`src/rtl/pnps_pkg.sv`:
```
// Shared constants for the path nearest point search block.
// No dependencies; used by pnps_dist and path_nearest_point_search.
`timescale 1ns / 1ps

package pnps_pkg;

    localparam int PATH_DEPTH_DEF  = 1024;
    localparam int COORD_WIDTH_DEF = 24;

    localparam int FUNC_W  = 2;
    localparam int STOP_W  = 40;
    localparam int INDEX_W = 10;
    localparam int DIST_W  = 49;

    localparam logic [STOP_W-1:0] STOP_RESET = 40'd262144;
    localparam logic [DIST_W-1:0] DIST_MAX   = {DIST_W{1'b1}};

    localparam logic [FUNC_W-1:0] FUNC_CLEAR  = 2'd0;
    localparam logic [FUNC_W-1:0] FUNC_APPEND = 2'd1;
    localparam logic [FUNC_W-1:0] FUNC_QUERY  = 2'd2;

endpackage

```
`src/rtl/pnps_dist.sv`:
```
// Pipelined squared distance unit: one point pair per cycle, three stages.
// Saturates at the all-ones DIST_W value. Depends on pnps_pkg.
`timescale 1ns / 1ps

module pnps_dist #(
    parameter int COORD_WIDTH = pnps_pkg::COORD_WIDTH_DEF
) (
    input  logic                         aclk,
    input  logic                         aresetn,
    input  logic                         in_valid,
    input  logic [COORD_WIDTH-1:0]       ax,
    input  logic [COORD_WIDTH-1:0]       ay,
    input  logic [COORD_WIDTH-1:0]       bx,
    input  logic [COORD_WIDTH-1:0]       by,
    output logic                         out_valid,
    output logic [pnps_pkg::DIST_W-1:0]  dist_sq
);

    localparam int DIFF_W = COORD_WIDTH + 1;
    localparam int SQ_W   = 2 * DIFF_W;
    localparam int SUM_W  = SQ_W + 1;
    localparam int SAT_W  = (SUM_W > pnps_pkg::DIST_W) ? SUM_W : pnps_pkg::DIST_W;

    logic [DIFF_W-1:0] dx_raw, dy_raw, dx_abs, dy_abs;
    logic [DIFF_W-1:0] dx_reg, dy_reg;
    logic [SQ_W-1:0]   sx_reg, sy_reg;
    logic [SUM_W-1:0]  sum;
    logic [SAT_W-1:0]  sum_ext;
    logic [pnps_pkg::DIST_W-1:0] sat;
    logic [pnps_pkg::DIST_W-1:0] dist_reg;
    logic              va_reg, vb_reg, vc_reg;

    assign dx_raw = {ax[COORD_WIDTH-1], ax} - {bx[COORD_WIDTH-1], bx};
    assign dy_raw = {ay[COORD_WIDTH-1], ay} - {by[COORD_WIDTH-1], by};
    assign dx_abs = dx_raw[DIFF_W-1] ? (~dx_raw + DIFF_W'(1)) : dx_raw;
    assign dy_abs = dy_raw[DIFF_W-1] ? (~dy_raw + DIFF_W'(1)) : dy_raw;

    assign sum     = {1'b0, sx_reg} + {1'b0, sy_reg};
    assign sum_ext = SAT_W'(sum);
    assign sat     = (sum_ext > SAT_W'(pnps_pkg::DIST_MAX)) ? pnps_pkg::DIST_MAX
                                                            : sum_ext[pnps_pkg::DIST_W-1:0];

    always_ff @(posedge aclk) begin
        if (!aresetn) begin
            va_reg <= 1'b0;
            vb_reg <= 1'b0;
            vc_reg <= 1'b0;
        end else begin
            va_reg <= in_valid;
            vb_reg <= va_reg;
            vc_reg <= vb_reg;
        end
        dx_reg   <= dx_abs;
        dy_reg   <= dy_abs;
        sx_reg   <= dx_reg * dx_reg;
        sy_reg   <= dy_reg * dy_reg;
        dist_reg <= sat;
    end

    assign out_valid = vc_reg;
    assign dist_sq   = dist_reg;

endmodule

```
`config.mk`:
```
export PLATFORM = sky130hd
export DESIGN_NAME = pnps_dist
export DESIGN_NICKNAME = d
export VERILOG_FILES = /design/src/rtl/pnps_pkg.sv /design/src/rtl/pnps_dist.sv
export SDC_FILE = /design/constraint.sdc
export NUM_CORES = 2
export LEC_CHECK = 0
export ABC_AREA = 0
export BUFFER_PORTS_ARGS = -buffer_cell sky130_fd_sc_hd__clkbuf_2
export CAP_MARGIN = 25
export CORE_ASPECT_RATIO = 1.25
export CORE_UTILIZATION = 50
export CTS_BUF_LIST = sky130_fd_sc_hd__clkbuf_4
export CTS_CLUSTER_DIAMETER = 40
export DETAILED_ROUTE_END_ITERATION = 7
export PLACE_DENSITY = 0.73
export SYNTH_ARGS = -nofsm -noshare
export SYNTH_HDL_FRONTEND = slang
export SYNTH_SLANG_ARGS = --single-unit
```
`constraint.sdc`:
```
create_clock -name aclk -period 9.55 [get_ports aclk]
set_input_delay 0.4775 -clock aclk [delete_from_list [all_inputs] [get_ports aclk]]
set_output_delay 0.4775 -clock aclk [all_outputs]
set_load 0.01 [all_outputs]
```
==> results.tsv <==
metric	value	unit
outcome	finished, final reports clean	
worst-skew pair later-pin latency	0.82	ns
layout cells sized above 1	0.0505	
Worst-path clk slew	0.21	ns
largest family of logic cells by synthesized area	adder cells	
Crit. End Element	register	
Via density	5.34	
Avg WL per Cell	17.2	um
P&R area growth vs syn	5.17	%
Worst setup SP type	register	
share of the synthesized area in the top cell type	0.398	
Rows	125	
Seq/Total Area, Yosys	0.0851	
synth cell count leaders	inv_1, fa_1, ha_1	
TritonCTS clock tree	done	
Avg Cell Area, Syn	8.88	um^2
residual DRC count	0	
kind of critical path	reg2reg	
Distinct cells, synth	85	
antenna viol nets, final	0	
Synth Area in Adders	0.524	
Setup Viol. Count Final	0	
first-pass GRT wire length	186000	um
most area-hungry cell type in the Yosys netlist	fa_1	
Synthesized Nets	6808	
HPWL Detailed	94400	um
I/O pin cnt	149	
setup TNS	0	ns
flops & latches, synth	200	
critical path peak fanout	22	
Die Ht	345	um
fin crit period	8.20	ns
PortBufs	148	
data arrival time of the critical path	8.85	ns
crit share post-route	0.859	
Fmax achieved	122	MHz
Resize count post-CTS	0	
root buffer cell	clkbuf_4	
synth warn	0	
Pre-Repair DR Iteration Count	7	
Mapped Cells	5300	
Pins Over Slew Limit	0	
post-synthesis simple-gate area fraction	0.126	
most common cell in the synthesized netlist	inv_1	
Die X	276	um
initial DRC count	2123	
core area	0.0931	mm^2
Slew headroom	0.259	
synthesized area	0.0471	mm^2
clk buf depth	2	
Compound-Gate Fraction of Synth Area	0.0944	
data required time at the worst endpoint	10.21	ns
Worst Hold Class	in2reg	
# Max-Cap Violations	0	
cts hold-fix bufs	5	
XOR/XNOR Fraction of Synth Area	0.0404	
Post-layout nets	6863	
mux contribution to synthesized area	0.00287	
RSZ-0062 raised after global routing	no	
Total Routed Length	113000	um
number of flops mapped to enable cells by yosys	0	
asr flop ratio synth	0	
initial antenna violation count	3	
all-layer global routing usage	0.246	
Vias	35100	
predominant post-synthesis flop cell	dfxtp_1	
largest net degree at the start of global routing	48	
CTS Sinks	200	
vias in the first global route	37800	
initial core utilization	0.506	
clock skew	0.0812	ns
final count of hold timing violations	0	
Remaining Overflow, GRT	0	
H-tree depth	4	
routability cong.	0.927	
post-CTS setup buffers	0	
Worst Tran Pin Value	1.11	ns
Die Area	0.0954	mm^2
total CTS buffers	17	
Area contributors post-synth	fa_1, ha_1, inv_1	
## kinds of logic (layout without fill, tap and decap cells)
group | Yosys count | after routing
xor gates and xnor gates | 217 | 217
DFF | 200 | 200
buffers and inverters | 1599 | 1667
adders and majority gates | 1409 | 1409
AOI/OAI and AO/OA | 662 | 662
and+or+nand+nor | 1200 | 1200
muxes | 13 | 13
other | 0 | 1
## routing by layer
metal	global-route usage	part of all wire	vias up
met2	0.451	0.51	1050
met1	0.291	0.39	17500
met4	0.110	0.044	2
li1	-	-	16300
met5	0	0.000098	-
met3	0.0268	0.050	307
## layout make-up
cell class                 instances  area (um^2)
fill                            8491        43600
multi-input combinational       3501        37000
inverter                        1442         5410
sequential                       200         4000
tap                             1206         1510
timing repair buffer             193         1170
clock inverter                    15          230
clock buffer                      17          128
antenna                            1         2.50
## cells in the final DEF, fill, tap and decap left out, types with 34 or more instances in the layout
| cell | Yosys | routed |
|---|---|---|
| xor2_1 | 76 | 76 |
| dfxtp_1 | 200 | 200 |
| a21oi_1 | 196 | 196 |
| o21ai_0 | 83 | 83 |
| ha_1 | 474 | 474 |
| inv_1 | 1442 | 1442 |
| a21o_1 | 100 | 100 |
| a31oi_1 | 38 | 38 |
| nor2_1 | 165 | 165 |
| and2_1 | 266 | 265 |
| buf_4 | 0 | 35 |
| nand2_1 | 472 | 472 |
| and3_1 | 34 | 34 |
| nor3_1 | 42 | 42 |
| nand3_1 | 57 | 57 |
| xnor2_1 | 141 | 141 |
| clkbuf_2 | 0 | 148 |
| fa_1 | 935 | 935 |
## per-stage QoR
stage	instance area, um^2	hold slack [ns]	util	worst slack (ns)	instances
final	49500	0.0958	0.532	1.35	6575
after global routing	49500	0.102	0.532	1.03	6575
after CTS	49400	0.0364	0.531	1.48	6571
after detailed placement	49000	0.419	0.527	1.55	6534
after global placement	49000	0.416	0.526	1.53	6532
after floorplan	47100	0.329	-	2.40	5300
## worst max-delay path, cell delays in order, from the launching register on
cell,delay [ns]
dfxtp_1,1.01
inv_1,0.39
nor2_1,0.35
fa_1,0.50
fa_1,0.49
inv_1,0.05
fa_1,0.53
inv_1,0.05
fa_1,0.41
fa_1,0.47
fa_1,0.57
inv_1,0.06
fa_1,0.47
inv_1,0.04
ha_1,0.37
nand4_1,0.17
or3_1,0.38
o21a_1,0.21
a21oi_1,0.16
nor2_1,0.17
o311ai_2,0.51
a2111oi_0,0.19
or4_1,0.52
## worst paths after layout
check | cells past startpoint | end | slack [ns] | startpoint
worst max-delay path | 22 | sx_reg[42] | 1.35 | dx_reg[11]
worst min-delay path | 4 | dx_reg[0] | 0.1 | ax[0]
worst max register to register | 22 | sx_reg[42] | 1.35 | dx_reg[11]
worst min register to register | 1 | vb_reg | 0.46 | va_reg
Power is not shown: default switching activity piles up to over one toggle a cycle in this logic, so the estimate is an artifact.
